$ cat config.mk
export PLATFORM = sky130hd
export DESIGN_NAME = snapshot_ack_tracker_unit
export DESIGN_NICKNAME = d
export VERILOG_FILES = /design/src/hw/rtl/sat_pkg.sv /design/src/hw/rtl/sat_front.sv /design/src/hw/rtl/sat_queue.sv /design/src/hw/rtl/sat_engine.sv /design/src/hw/rtl/snapshot_ack_tracker_unit.sv
export SDC_FILE = /design/constraint.sdc
export NUM_CORES = 2
export LEC_CHECK = 0
export ABC_AREA = 1
export BUFFER_PORTS_ARGS = -buffer_cell sky130_fd_sc_hd__buf_4
export CAP_MARGIN = 20
export CORE_MARGIN = 4
export CORE_UTILIZATION = 45
export DETAILED_ROUTE_END_ITERATION = 8
export MAX_ROUTING_LAYER = met4
export PLACE_DENSITY = 0.64
export SLEW_MARGIN = 20
export SYNTH_ARGS = -nofsm -noshare
export SYNTH_HDL_FRONTEND = slang
export SYNTH_SLANG_ARGS = --single-unit
$ cat constraint.sdc
create_clock -name aclk -period 9.1 [get_ports aclk]
set_input_delay 0 -clock aclk [delete_from_list [all_inputs] [get_ports aclk]]
set_output_delay 0 -clock aclk [all_outputs]
set_load 0.03 [all_outputs]
$ cat src/hw/rtl/sat_pkg.sv
`timescale 1ns / 1ps

package sat_pkg;

    localparam int TICK_W   = 32;
    localparam int PERIOD_W = 8;
    localparam int HASH_W   = 64;

    localparam logic [1:0]  OP_ADD         = 2'd0;
    localparam logic [1:0]  OP_TICK        = 2'd1;
    localparam logic [1:0]  OP_PACKET      = 2'd2;
    localparam logic [12:0] MIN_PACKET_LEN = 13'd9;
    localparam logic [12:0] MIN_ACK_LEN    = 13'd13;
    localparam logic [7:0]  ACK_OPCODE     = 8'h02;

    typedef struct packed {
        logic [1:0]        op;
        logic [HASH_W-1:0] player_hash;
        logic [12:0]       packet_length;
        logic [7:0]        packet_opcode;
        logic [TICK_W-1:0] ack_tick;
    } in_item_t;

    typedef struct packed {
        logic [2:0]        client_index;
        logic [TICK_W-1:0] current_tick;
        logic [TICK_W-1:0] base_tick;
        logic              has_base;
        logic              last_of_run;
    } out_item_t;

    typedef enum logic [1:0] {
        CMD_ADD,
        CMD_TICK,
        CMD_ACK
    } cmd_kind_t;

    // command handed from the front end to the engine
    typedef struct packed {
        cmd_kind_t         kind;
        logic [HASH_W-1:0] hash;
        logic [TICK_W-1:0] ack_tick;
    } cmd_t;

endpackage

$ cat src/hw/rtl/sat_front.sv
`timescale 1ns / 1ps

module sat_front (
    input  logic              s_valid,
    output logic              s_ready,
    input  sat_pkg::in_item_t s_data,
    output logic              cmd_valid,
    input  logic              cmd_ready,
    output sat_pkg::cmd_t     cmd_data
);
    import sat_pkg::*;

    logic is_ack;
    logic drop;

    // only acks that can change state go on; short or foreign packets die here
    assign is_ack = (s_data.op == OP_PACKET) && (s_data.packet_length >= MIN_PACKET_LEN)
                  && (s_data.packet_opcode == ACK_OPCODE)
                  && (s_data.packet_length >= MIN_ACK_LEN)
                  && (s_data.ack_tick != '0);

    always_comb begin
        cmd_data.hash     = s_data.player_hash;
        cmd_data.ack_tick = s_data.ack_tick;
        drop              = 1'b0;
        unique case (s_data.op)
            OP_ADD:  cmd_data.kind = CMD_ADD;
            OP_TICK: cmd_data.kind = CMD_TICK;
            default: begin
                cmd_data.kind = CMD_ACK;
                drop          = !is_ack;
            end
        endcase
    end

    assign cmd_valid = s_valid && !drop;
    assign s_ready   = drop || cmd_ready;

endmodule

$ cat src/hw/rtl/sat_queue.sv
`timescale 1ns / 1ps

module sat_queue (
    input  logic          aclk,
    input  logic          aresetn,
    input  logic          in_valid,
    output logic          in_ready,
    input  sat_pkg::cmd_t in_data,
    output logic          out_valid,
    input  logic          out_ready,
    output sat_pkg::cmd_t out_data
);
    import sat_pkg::*;

    cmd_t       entry_reg [2];
    logic       wr_ptr_reg;
    logic       rd_ptr_reg;
    logic [1:0] level_reg;
    logic       push;
    logic       pop;

    assign in_ready  = (level_reg != 2'd2);
    assign out_valid = (level_reg != 2'd0);
    assign out_data  = entry_reg[rd_ptr_reg];
    assign push      = in_valid && in_ready;
    assign pop       = out_valid && out_ready;

    always_ff @(posedge aclk) begin
        if (push) begin
            entry_reg[wr_ptr_reg] <= in_data;
        end
    end

    always_ff @(posedge aclk) begin
        if (!aresetn) begin
            wr_ptr_reg <= 1'b0;
            rd_ptr_reg <= 1'b0;
            level_reg  <= 2'd0;
        end else begin
            if (push) begin
                wr_ptr_reg <= !wr_ptr_reg;
            end
            if (pop) begin
                rd_ptr_reg <= !rd_ptr_reg;
            end
            level_reg <= level_reg + 2'(push) - 2'(pop);
        end
    end

endmodule

$ cat src/hw/rtl/sat_engine.sv
`timescale 1ns / 1ps

module sat_engine #(
    parameter int MAX_CLIENTS    = 8,
    parameter int SNAPSHOT_SLOTS = 8
) (
    input  logic                             aclk,
    input  logic                             aresetn,
    input  logic [sat_pkg::PERIOD_W-1:0]     period,
    input  logic                             cmd_valid,
    output logic                             cmd_ready,
    input  sat_pkg::cmd_t                    cmd_data,
    output logic                             m_valid,
    input  logic                             m_ready,
    output sat_pkg::out_item_t               m_data
);
    import sat_pkg::*;

    localparam int CI_W   = (MAX_CLIENTS > 1) ? $clog2(MAX_CLIENTS) : 1;
    localparam int CNT_W  = $clog2(MAX_CLIENTS + 1);
    localparam int SI_W   = $clog2(SNAPSHOT_SLOTS);
    localparam int FILL_W = $clog2(SNAPSHOT_SLOTS + 1);

    typedef enum logic [3:0] {
        ST_IDLE,
        ST_FIND_RD,
        ST_FIND_CMP,
        ST_ACK_RD,
        ST_ACK_UPD,
        ST_DIV,
        ST_STORE,
        ST_SCAN_RD,
        ST_SCAN_UPD,
        ST_EMIT
    } state_t;

    // memories
    logic [HASH_W-1:0]      hash_mem [MAX_CLIENTS];
    logic [TICK_W-1:0]      tag_mem  [SNAPSHOT_SLOTS];
    logic [MAX_CLIENTS-1:0] ack_mem  [SNAPSHOT_SLOTS];
    logic [HASH_W-1:0]      hash_rd_reg;
    logic [TICK_W-1:0]      rd_tag_reg;
    logic [MAX_CLIENTS-1:0] rd_ack_reg;
    logic                   rd_valid_reg;

    state_t                 state_reg;
    logic [CNT_W-1:0]       cnt_reg;
    logic [TICK_W-1:0]      tick_reg;
    logic [SI_W-1:0]        wp_reg;
    logic [FILL_W-1:0]      fill_reg;
    logic [CI_W-1:0]        ci_reg;
    logic [CI_W-1:0]        hit_reg;
    logic [SI_W-1:0]        si_reg;
    logic [SI_W-1:0]        k_reg;
    logic [4:0]             bit_reg;
    logic [PERIOD_W-1:0]    rem_reg;
    logic [TICK_W-1:0]      ack_tick_reg;
    logic [HASH_W-1:0]      key_reg;
    logic                   found_reg [MAX_CLIENTS];
    logic [TICK_W-1:0]      base_reg  [MAX_CLIENTS];
    logic                   m_valid_reg;
    out_item_t              m_data_reg;

    logic                   pop;
    logic                   add_we;
    logic                   slot_we;
    logic [SI_W-1:0]        slot_wa;
    logic [TICK_W-1:0]      slot_wtag;
    logic [MAX_CLIENTS-1:0] slot_wack;
    logic                   ack_match;
    logic [PERIOD_W-1:0]    p_eff;
    logic [PERIOD_W:0]      div_trial;
    logic [PERIOD_W-1:0]    div_rem;
    logic                   emit_go;
    logic                   emit_last;
    logic [SI_W-1:0]        wp_inc;
    logic [SI_W-1:0]        si_dec;

    assign cmd_ready = (state_reg == ST_IDLE);
    assign pop       = cmd_valid && cmd_ready;
    assign m_valid   = m_valid_reg;
    assign m_data    = m_data_reg;

    // bit-serial remainder of the tick counter by the period
    assign p_eff     = (period == '0) ? PERIOD_W'(1) : period;
    assign div_trial = {rem_reg, tick_reg[bit_reg]};
    assign div_rem   = (div_trial >= {1'b0, p_eff}) ? PERIOD_W'(div_trial - {1'b0, p_eff})
                                                    : div_trial[PERIOD_W-1:0];

    assign wp_inc = (wp_reg == SI_W'(SNAPSHOT_SLOTS - 1)) ? '0 : wp_reg + 1'b1;
    assign si_dec = (si_reg == '0) ? SI_W'(SNAPSHOT_SLOTS - 1) : si_reg - 1'b1;

    assign ack_match = rd_valid_reg && (rd_tag_reg == ack_tick_reg);
    assign add_we    = pop && (cmd_data.kind == CMD_ADD) && (cnt_reg < CNT_W'(MAX_CLIENTS));
    assign emit_go   = (state_reg == ST_EMIT) && (!m_valid_reg || m_ready);
    assign emit_last = ((CNT_W'(ci_reg) + 1'b1) == cnt_reg);

    always_comb begin
        slot_we   = 1'b0;
        slot_wa   = si_reg;
        slot_wtag = rd_tag_reg;
        slot_wack = rd_ack_reg | (MAX_CLIENTS'(1) << hit_reg);
        if (state_reg == ST_STORE) begin
            slot_we   = 1'b1;
            slot_wa   = wp_reg;
            slot_wtag = tick_reg;
            slot_wack = '0;
        end else if (state_reg == ST_ACK_UPD) begin
            slot_we = ack_match;
        end
    end

    always_ff @(posedge aclk) begin
        if (add_we) begin
            hash_mem[cnt_reg[CI_W-1:0]] <= cmd_data.hash;
        end
        hash_rd_reg <= hash_mem[ci_reg];
    end

    always_ff @(posedge aclk) begin
        if (slot_we) begin
            tag_mem[slot_wa] <= slot_wtag;
            ack_mem[slot_wa] <= slot_wack;
        end
        rd_tag_reg <= tag_mem[si_reg];
        rd_ack_reg <= ack_mem[si_reg];
    end

    always_ff @(posedge aclk) begin
        if (!aresetn) begin
            state_reg    <= ST_IDLE;
            cnt_reg      <= '0;
            tick_reg     <= '0;
            wp_reg       <= '0;
            fill_reg     <= '0;
            m_valid_reg  <= 1'b0;
            rd_valid_reg <= 1'b0;
        end else begin
            // slots never written read as empty
            rd_valid_reg <= (FILL_W'(si_reg) < fill_reg);
            if (emit_go) begin
                m_valid_reg <= 1'b1;
            end else if (m_ready) begin
                m_valid_reg <= 1'b0;
            end
            unique case (state_reg)
                ST_IDLE: begin
                    if (pop) begin
                        key_reg      <= cmd_data.hash;
                        ack_tick_reg <= cmd_data.ack_tick;
                        unique case (cmd_data.kind)
                            CMD_ADD: begin
                                if (add_we) begin
                                    cnt_reg <= cnt_reg + 1'b1;
                                end
                            end
                            CMD_TICK: begin
                                tick_reg  <= tick_reg + 1'b1;
                                bit_reg   <= 5'd31;
                                rem_reg   <= '0;
                                state_reg <= ST_DIV;
                            end
                            default: begin
                                ci_reg <= '0;
                                if (cnt_reg != '0) begin
                                    state_reg <= ST_FIND_RD;
                                end
                            end
                        endcase
                    end
                end
                ST_FIND_RD: state_reg <= ST_FIND_CMP;
                ST_FIND_CMP: begin
                    if (hash_rd_reg == key_reg) begin
                        hit_reg   <= ci_reg;
                        si_reg    <= '0;
                        state_reg <= ST_ACK_RD;
                    end else if (emit_last) begin
                        state_reg <= ST_IDLE;
                    end else begin
                        ci_reg    <= ci_reg + 1'b1;
                        state_reg <= ST_FIND_RD;
                    end
                end
                ST_ACK_RD: state_reg <= ST_ACK_UPD;
                ST_ACK_UPD: begin
                    if (si_reg == SI_W'(SNAPSHOT_SLOTS - 1)) begin
                        state_reg <= ST_IDLE;
                    end else begin
                        si_reg    <= si_reg + 1'b1;
                        state_reg <= ST_ACK_RD;
                    end
                end
                ST_DIV: begin
                    rem_reg <= div_rem;
                    bit_reg <= bit_reg - 1'b1;
                    if (bit_reg == '0) begin
                        state_reg <= (div_rem == '0) ? ST_STORE : ST_IDLE;
                    end
                end
                ST_STORE: begin
                    wp_reg <= wp_inc;
                    if (fill_reg != FILL_W'(SNAPSHOT_SLOTS)) begin
                        fill_reg <= fill_reg + 1'b1;
                    end
                    for (int i = 0; i < MAX_CLIENTS; i++) begin
                        found_reg[i] <= 1'b0;
                        base_reg[i]  <= '0;
                    end
                    si_reg    <= wp_reg;
                    k_reg     <= '0;
                    state_reg <= (cnt_reg == '0) ? ST_IDLE : ST_SCAN_RD;
                end
                ST_SCAN_RD: state_reg <= ST_SCAN_UPD;
                ST_SCAN_UPD: begin
                    // newest to oldest: first set bit per client wins
                    if (rd_valid_reg && (rd_tag_reg != '0)) begin
                        for (int i = 0; i < MAX_CLIENTS; i++) begin
                            if (!found_reg[i] && rd_ack_reg[i]) begin
                                found_reg[i] <= 1'b1;
                                base_reg[i]  <= rd_tag_reg;
                            end
                        end
                    end
                    if (k_reg == SI_W'(SNAPSHOT_SLOTS - 1)) begin
                        ci_reg    <= '0;
                        state_reg <= ST_EMIT;
                    end else begin
                        k_reg     <= k_reg + 1'b1;
                        si_reg    <= si_dec;
                        state_reg <= ST_SCAN_RD;
                    end
                end
                ST_EMIT: begin
                    if (emit_go) begin
                        m_data_reg.client_index   <= 3'(ci_reg);
                        m_data_reg.current_tick   <= tick_reg;
                        m_data_reg.base_tick      <= base_reg[0];
                        m_data_reg.has_base       <= found_reg[0];
                        m_data_reg.last_of_run    <= emit_last;
                        for (int i = 0; i < MAX_CLIENTS - 1; i++) begin
                            found_reg[i] <= found_reg[i+1];
                            base_reg[i]  <= base_reg[i+1];
                        end
                        if (emit_last) begin
                            state_reg <= ST_IDLE;
                        end else begin
                            ci_reg <= ci_reg + 1'b1;
                        end
                    end
                end
                default: state_reg <= ST_IDLE;
            endcase
        end
    end

endmodule

$ cat src/hw/rtl/snapshot_ack_tracker_unit.sv
`timescale 1ns / 1ps

// snapshot ack tracker: keeps up to MAX_CLIENTS client hashes and a ring of
// SNAPSHOT_SLOTS snapshot slots, each with a tick tag and one ack bit per client.
// op 0 adds a client (ignored when full), op 1 advances the tick and, every
// snapshot_period ticks, tags the next ring slot and sends one beat per client
// with the newest tick that client acked; op 2 with a valid ack sets the
// sender's bit in every slot whose tag matches. items are classified in the
// front end and queued (two deep) for the engine, which handles one command at
// a time. an ack searches the clients in order and then visits every ring
// slot, since the hash table and the slot ring are memories with registered
// reads; a tick runs a bit-serial remainder of the tick against the period,
// and a storing tick adds a newest-first slot scan and one result beat per
// client, each beat held back while the output side stalls. no clearing pass
// after reset: unwritten slots are masked by a fill count.
module snapshot_ack_tracker_unit #(
    parameter int MAX_CLIENTS    = 8,
    parameter int SNAPSHOT_SLOTS = 8
) (
    input  logic                         aclk,
    input  logic                         aresetn,
    // input channel
    input  logic                         s_valid,
    output logic                         s_ready,
    input  sat_pkg::in_item_t            s_data,
    // result channel
    output logic                         m_valid,
    input  logic                         m_ready,
    output sat_pkg::out_item_t           m_data,
    // snapshot_period register
    input  logic                         cfg_we,
    input  logic [sat_pkg::PERIOD_W-1:0] cfg_wdata
);
    import sat_pkg::*;

    logic [PERIOD_W-1:0] period_reg;

    // front to queue
    logic fq_valid;
    logic fq_ready;
    cmd_t fq_data;

    // queue to engine
    logic qe_valid;
    logic qe_ready;
    cmd_t qe_data;

    // snapshot_period, zero is treated as one by the engine
    always_ff @(posedge aclk) begin
        if (!aresetn) begin
            period_reg <= PERIOD_W'(1);
        end else if (cfg_we) begin
            period_reg <= cfg_wdata;
        end
    end

    // classify beats, drop those that cannot change state
    sat_front u_front (
        .s_valid   (s_valid),
        .s_ready   (s_ready),
        .s_data    (s_data),
        .cmd_valid (fq_valid),
        .cmd_ready (fq_ready),
        .cmd_data  (fq_data)
    );

    // decouples intake from the long engine commands
    sat_queue u_queue (
        .aclk      (aclk),
        .aresetn   (aresetn),
        .in_valid  (fq_valid),
        .in_ready  (fq_ready),
        .in_data   (fq_data),
        .out_valid (qe_valid),
        .out_ready (qe_ready),
        .out_data  (qe_data)
    );

    // tables, ring, remainder unit and result register
    sat_engine #(
        .MAX_CLIENTS    (MAX_CLIENTS),
        .SNAPSHOT_SLOTS (SNAPSHOT_SLOTS)
    ) u_engine (
        .aclk      (aclk),
        .aresetn   (aresetn),
        .period    (period_reg),
        .cmd_valid (qe_valid),
        .cmd_ready (qe_ready),
        .cmd_data  (qe_data),
        .m_valid   (m_valid),
        .m_ready   (m_ready),
        .m_data    (m_data)
    );

endmodule

---- Word-level counts from Yosys, hierarchy flattened ----
Memories as Yosys holds them, arrays and structs flattened. A register that Yosys moved wholly into a read port is not among the register bits.
Cells that the tools add are included.
storage, ports and cells
  memory bits (writable) .................. 1292
  bits in registers ....................... 219
  memories ................................ 6
  word-level logic and storage cells ...... 311
memory list
  name                words  width  rd ports  clocked after Yosys merged registers in  wr ports  RTL line          source
  u_engine.hash_mem   8      64     1         1                                        1         sat_engine.sv:38  logic [HASH_W-1:0] hash_mem [MAX_CLIENTS];
  u_engine.base_reg   8      32     8         1                                        8         sat_engine.sv:60  logic [TICK_W-1:0] base_reg [MAX_CLIENTS];
  u_engine.tag_mem    8      32     1         1                                        1         sat_engine.sv:39  logic [TICK_W-1:0] tag_mem [SNAPSHOT_SLOTS];
  u_queue.entry_reg   2      98     1         1                                        1         sat_queue.sv:15   cmd_t entry_reg [2];
  u_engine.ack_mem    8      8      1         1                                        1         sat_engine.sv:40  logic [MAX_CLIENTS-1:0] ack_mem [SNAPSHOT_SLOTS];
  u_engine.found_reg  8      1      8         0                                        8         sat_engine.sv:59  logic found_reg [MAX_CLIENTS];
cells by class
  add/subtract/negate cells ............... 13
  reductions and logical operators ........ 65
  muxes and demuxes ....................... 132
  equal/unequal tests ..................... 34
  $lt $le $gt $ge ......................... 6
  shift operators ......................... 1
  bitwise logic cells ..................... 31
operators by type and width
  cell                   count
  $mux 32                16
  $mux 1                 77
  $eq 64x64->1           1
  $reduce_bool 32->1     2
  $mux 3                 15
  $mux 8                 5
  $pmux 4 s10            1
  $add 32x1->32 const B  1
  $eq 32x32->1           1
  $or 1x1->1             30
  $mux 4                 7
  $ge 13x4->1 const B    2
  $pmux 3 s4             2
  $logic_and 1x1->1      20
  $eq 4x3->1 const B     4
  $logic_not 8->1        2
  $ne 2x2->1 const B     8
  $pmux 8 s2             1
  $reduce_and 3->1       5
  $logic_not 1->1        13
  $add 3x1->3 const B    4
  $reduce_bool 4->1      3
  $mux 5                 2
  $ne 2x1->1 const B     5
  41 further kinds       55

---- Depth between registers and ports, before layout ----
  depth after elaboration ................. 12
  mapped depth ............................ 27
  gate-level depth less buffers ........... 25

---- Cells and area by module ----
A second synthesis with hierarchy kept.
second synthesis, totals
  cells, all modules ...................... 5177
  area total of the unflattened synthesis .. 64820.9 um^2
modules (own cells, without submodules)
  module                     cells an instance  times used  seq. area each (um^2)  area each (um^2)
  sat_engine                 4613               1           41319.6                56075.0
  sat_queue                  341                1           5985.7                 7377.1
  sat_front                  173                1           0.0                    1028.5
  snapshot_ack_tracker_unit  50                 1           160.2                  340.3

---- Worst setup path after synthesis ----
OpenSTA, ideal clock, no wires.
  path kind ............................... register to register
  from .................................... register u_engine.state_reg[2]
  to ...................................... memory u_engine.hash_mem[0][0], enable pin
  setup time .............................. 0.565 ns
  arrival ................................. 5.527 ns
  cell stages (with the launch flop) ...... 8
  path slack .............................. 3.008 ns
  required time ........................... 8.535 ns
  cell sequence ........................... dfxtp_1 nor2_4 nand2_2 a21oi_4 nand3_1 inv_1 nand2_1 nor3_1
between the ends
  cells in the longest elaborated chain, start to end .. 6
ends and longest elaborated chain
  item                             RTL line           source
  start, declared                  sat_engine.sv:46   state_t state_reg;
  start signal, assigned           sat_engine.sv:198  state_reg <= (div_rem == '0) ? ST_STORE : ST_IDLE;
  start signal, assigned           sat_engine.sv:212  state_reg <= (cnt_reg == '0) ? ST_IDLE : ST_SCAN_RD;
  $logic_not 4->1                  sat_engine.sv:79   assign cmd_ready = (state_reg == ST_IDLE);
  $logic_and 1x1->1                sat_engine.sv:80   assign pop = cmd_valid && cmd_ready;
  named net u_engine.pop           sat_engine.sv:64   logic pop;
  $logic_and 1x1->1 (2 in series)  sat_engine.sv:94   assign add_we = pop && (cmd_data.kind == CMD_ADD) && (cnt_reg < CNT_W'(MAX_CLIENTS));
  $mux 1                           sat_engine.sv:114  if (add_we) begin
  $mux 1 (implied by the code)     sat_engine.sv:115  hash_mem[cnt_reg[CI_W-1:0]] <= cmd_data.hash;
  end, declared                    sat_engine.sv:38
The timed path passes the listed nets, and every way through them passes these cells.

---- Worst setup path after layout ----
  from .................................... register u_engine.bit_reg[0]
  to ...................................... register u_engine.state_reg[2]
between the ends
  cells in the longest elaborated chain, start to end .. 8
  elaborated cells on any way between the ends .. 12
  those cells by class .................... add/sub (1); order compare (1); eq/ne (1); mux (6); reduce/logical (3)
ends and longest elaborated chain
  item                                       RTL line           source
  start, declared                            sat_engine.sv:55   logic [4:0] bit_reg;
  start signal, assigned                     sat_engine.sv:196  bit_reg <= bit_reg - 1'b1;
  $bmux 1 s5                                 sat_engine.sv:86   assign div_trial = {rem_reg, tick_reg[bit_reg]};
  $mux 1 (implied by the code)               sat_engine.sv:86
  $sub 8x8->8 or $ge 9x8->1 (tied branches)  sat_engine.sv:87   assign div_rem = (div_trial >= {1'b0, p_eff}) ? PERIOD_W'(div_trial - {1'b0, p_eff})
  $mux 8                                     sat_engine.sv:87
  $logic_not 8->1                            sat_engine.sv:198
  $mux 3                                     sat_engine.sv:198
  $mux 4                                     sat_engine.sv:197  if (bit_reg == '0) begin
  $pmux 4 s10                                sat_engine.sv:146  unique case (state_reg)
Parallel ways exist; a longest one is shown, timed or not. The select of a mux whose other input is x is not followed.
A chain may end at the register's enable or synchronous reset.

==> results.sh <==
export IMPL_hold_violations=0
export IMPL_async_flop_share=0
export IMPL_cp_start_kind="flop"
export IMPL_die_area_mm2=0.147
export IMPL_end_kind="flop"
export IMPL_setup_viol=0
export IMPL_peakVddDrop_uv=189
export IMPL_grt_pass1_wl_um=243000
export IMPL_synthTopCellsByCount="1446 x edfxtp_1, 842 x nor2_1, 703 x o21ai_0, 444 x nand2_1, 231 x inv_1"
export IMPL_worstPathCellList="clkinv_1, nand2_1, nand3_1, nand3_1, nand2_1, nand2_1, nand3_1, nand2_1, ha_1, nand2_1, nor2_1, nand3_1, nand4_1, o21ai_0, nor2_1, nand2_1, nor2_1, nand2_1, nand3_1, nand2_1, a21oi_1"
export IMPL_yosys_most_used_dff="edfxtp_1"
export IMPL_syn_area_per_cell_um2=12.8
export IMPL_gr_total_overflow=0
export IMPL_syn_inst=4956
export IMPL_worstPathArrival_ns=4.89
export IMPL_status="finished clean"
export IMPL_syn_nets=5116
export IMPL_cts_made_buffers=169
export IMPL_syn_area_mm2=0.0636
export IMPL_power_switching_mw=4.70
export IMPL_slew_headroom=0.237
export IMPL_post_cts_buffers=0
export IMPL_antenna_found_initial=9
export IMPL_drive_gt1_frac=0.122
export IMPL_critical_path_slowest_cell="edfxtp_1"
export IMPL_clk_pin_slew_ns=0.06
export IMPL_seqPwrFrac=0.500
export IMPL_postRouteAntennaNets=0
export IMPL_gp_congestion=0.924
export IMPL_power_density_mw_per_mm2=244
export IMPL_maxCapViolCount=0
export IMPL_cts_htree_levels=4
export IMPL_drtIter0Drc=3971
export IMPL_worstPathRequired_ns=9.75
export IMPL_die_x_um=384
export IMPL_grt_pass1_vias=38500
export IMPL_dpl_worst_slack_ns=4.99
export IMPL_synth_top_area_frac=0.683
export IMPL_fp_row_count=137
export IMPL_yosysTopAreaCell="edfxtp_1"
export IMPL_finalMaxSlewViolations=0
export IMPL_drc=0
export IMPL_intPower_mw=13.6
export IMPL_synth_seq_cells=1648
export IMPL_ys_seq_area_frac=0.746
export IMPL_yosys_warnings=0
export IMPL_worstHoldPathType="in -> reg"
export IMPL_largest_register_ffs=512
export IMPL_switching_share=0.257
export IMPL_grt_max_degree=179
export IMPL_fin_crit_sh=0.466
export IMPL_fin_ws_ns=4.86
export IMPL_vias_per_cell=5.47
export IMPL_port_buffers=202
export IMPL_syn2layout_area_growth_pct=17.6
export IMPL_io_pins=203
export IMPL_grtUsageTotal=0.225
export IMPL_synth_area_top_cells="edfxtp_1 68%, dfxtp_1 6.4%, o21ai_0 5.5%"
export IMPL_final_nets=5522
export IMPL_core_region_area_mm2=0.140
export IMPL_vias=40400
export IMPL_combPwrFrac=0.133
export IMPL_initial_utilization=0.455
export IMPL_fin_setup_tns_ns=0
export IMPL_fill_cells=11800
export IMPL_cp_max_fo=19
export IMPL_clockPowerShare=0.367
export IMPL_wirelength_um=164000
export IMPL_crit_type="reg -> reg"
export IMPL_root_buffer="clkbuf_16"
export IMPL_min_period_ns=4.24
export IMPL_die_h_um=384
export IMPL_clock_sinks=1648
export IMPL_worst_pin_slew_ns=1.13
export IMPL_cpPeakStageDelay_ns=0.76
export IMPL_rsz0062_at_grt="no"
export IMPL_skew_ns=0.0330
export IMPL_clk_latency_ns=0.79
export IMPL_p_leak_nw=25.5
export IMPL_cts_tree="built"
export IMPL_synth_edf_count=1446
export IMPL_dr_pass1_iters=6
export IMPL_cp_common_cell="nand2_1"
export IMPL_post_dp_hpwl_um=95400
export IMPL_max_freq_ghz=0.236
export IMPL_synth_most_common_cell="edfxtp_1"
export IMPL_detail_route_wl_per_cell_um=22.1
export IMPL_synth_cell_types=55
export IMPL_clock_path_buffers=3
## worst paths after layout
check | slack [ns] | start | endpoint | cells past startpoint
worst min-delay path | 0.04 | s_data[10] | u_queue.entry_reg[1][10] | 2
worst max register to register | 4.86 | u_engine.bit_reg[0] | u_engine.state_reg[2] | 21
worst max-delay path | 4.86 | u_engine.bit_reg[0] | u_engine.state_reg[2] | 21
worst min register to register | 0.42 | u_engine.base_reg[0][26] | u_engine.m_data[28] | 0
## worst max-delay path, delay by kind of cell, from the launching register on
kind                       cells  cell delay, ns
AOI/OAI and AO/OA              2            0.48
and+or+nand+nor               17            2.00
DFF                            1            0.76
adders and majority gates      1            0.24
buffers and inverters          1            0.62
## layout make-up
type,count,area [µm²],area share
sequential,1648,47500,0.635
multi-input combinational,2804,14300,0.192
clock inverter,64,581,0.00776
inverter,247,947,0.0127
antenna,11,27.5,0.000368
timing repair buffer,492,4270,0.0571
clock buffer,245,4790,0.0641
tap,1876,2350,0.0314
## logic make-up after synthesis
| logic type | share of synthesized area |
|---|---|
| xor gates and xnor gates | 0.0128 |
| DFF | 0.746 |
| AOI/OAI and AO/OA | 0.0936 |
| and+or+nand+nor | 0.0943 |
| adders and majority gates | 0.00563 |
| buffers and inverters | 0.0304 |
| muxes | 0.0170 |
## power by group through the flow
stage               combinational, mW  sequential, mW  clock, mW
CTS                              2.46            9.13       6.81
finish                           2.44            9.13       6.70
floorplan                        1.56            9.23          0
detailed placement               2.37            9.29          0
global route                     2.69            9.16       7.14
global placement                 2.34            9.27          0
## layout by cell type, fill, tap and decap left out, drive strengths merged, types with 8 or more instances in the layout
| master | n |
|---|---|
| a21oi | 99 |
| a31oi | 106 |
| buf | 279 |
| bufinv | 8 |
| clkbuf | 245 |
| clkinv | 50 |
| dfxtp | 202 |
| diode | 11 |
| dlygate4sd3 | 213 |
| edfxtp | 1446 |
| ha | 27 |
| inv | 249 |
| mux2 | 96 |
| nand2 | 446 |
| nand3 | 72 |
| nand4 | 40 |
| nor2 | 851 |
| nor3 | 25 |
| nor4 | 29 |
| o21ai | 749 |
| o22ai | 141 |
| xnor2 | 44 |
| xor2 | 49 |
## what timing repair did
item	CTS	global route
hold endpoints to repair	259	0
resized for setup	0	0
hold buffers	213	0
## per-layer routing
layer	share of wire	up-vias	wire, µm	global-route usage
li1	-	18600	-	-
met1	0.41	19900	66700	0.292
met2	0.49	1556	79800	0.361
met3	0.075	264	12200	0.0381
met4	0.030	0	4920	0.0735
met5	0	-	0	-
## metrics by stage
stage / instance area [µm²] / power [mW] / utilization / hold slack [ns] / cells
6_report: 74800 / 18.3 / 0.535 / 0.0441 / 7387
5_1_grt: 74800 / 19.0 / 0.534 / 0.0210 / 7381
4_1_cts: 74700 / 18.4 / 0.534 / 0.00232 / 7376
3_5_place_dp: 67200 / 11.7 / 0.481 / 0.187 / 6854
3_3_place_gp: 67200 / 11.6 / 0.481 / 0.185 / 6852
2_1_floorplan: 63600 / 10.8 / - / 0.0989 / 4956
(Power assumes the default switching activity.)
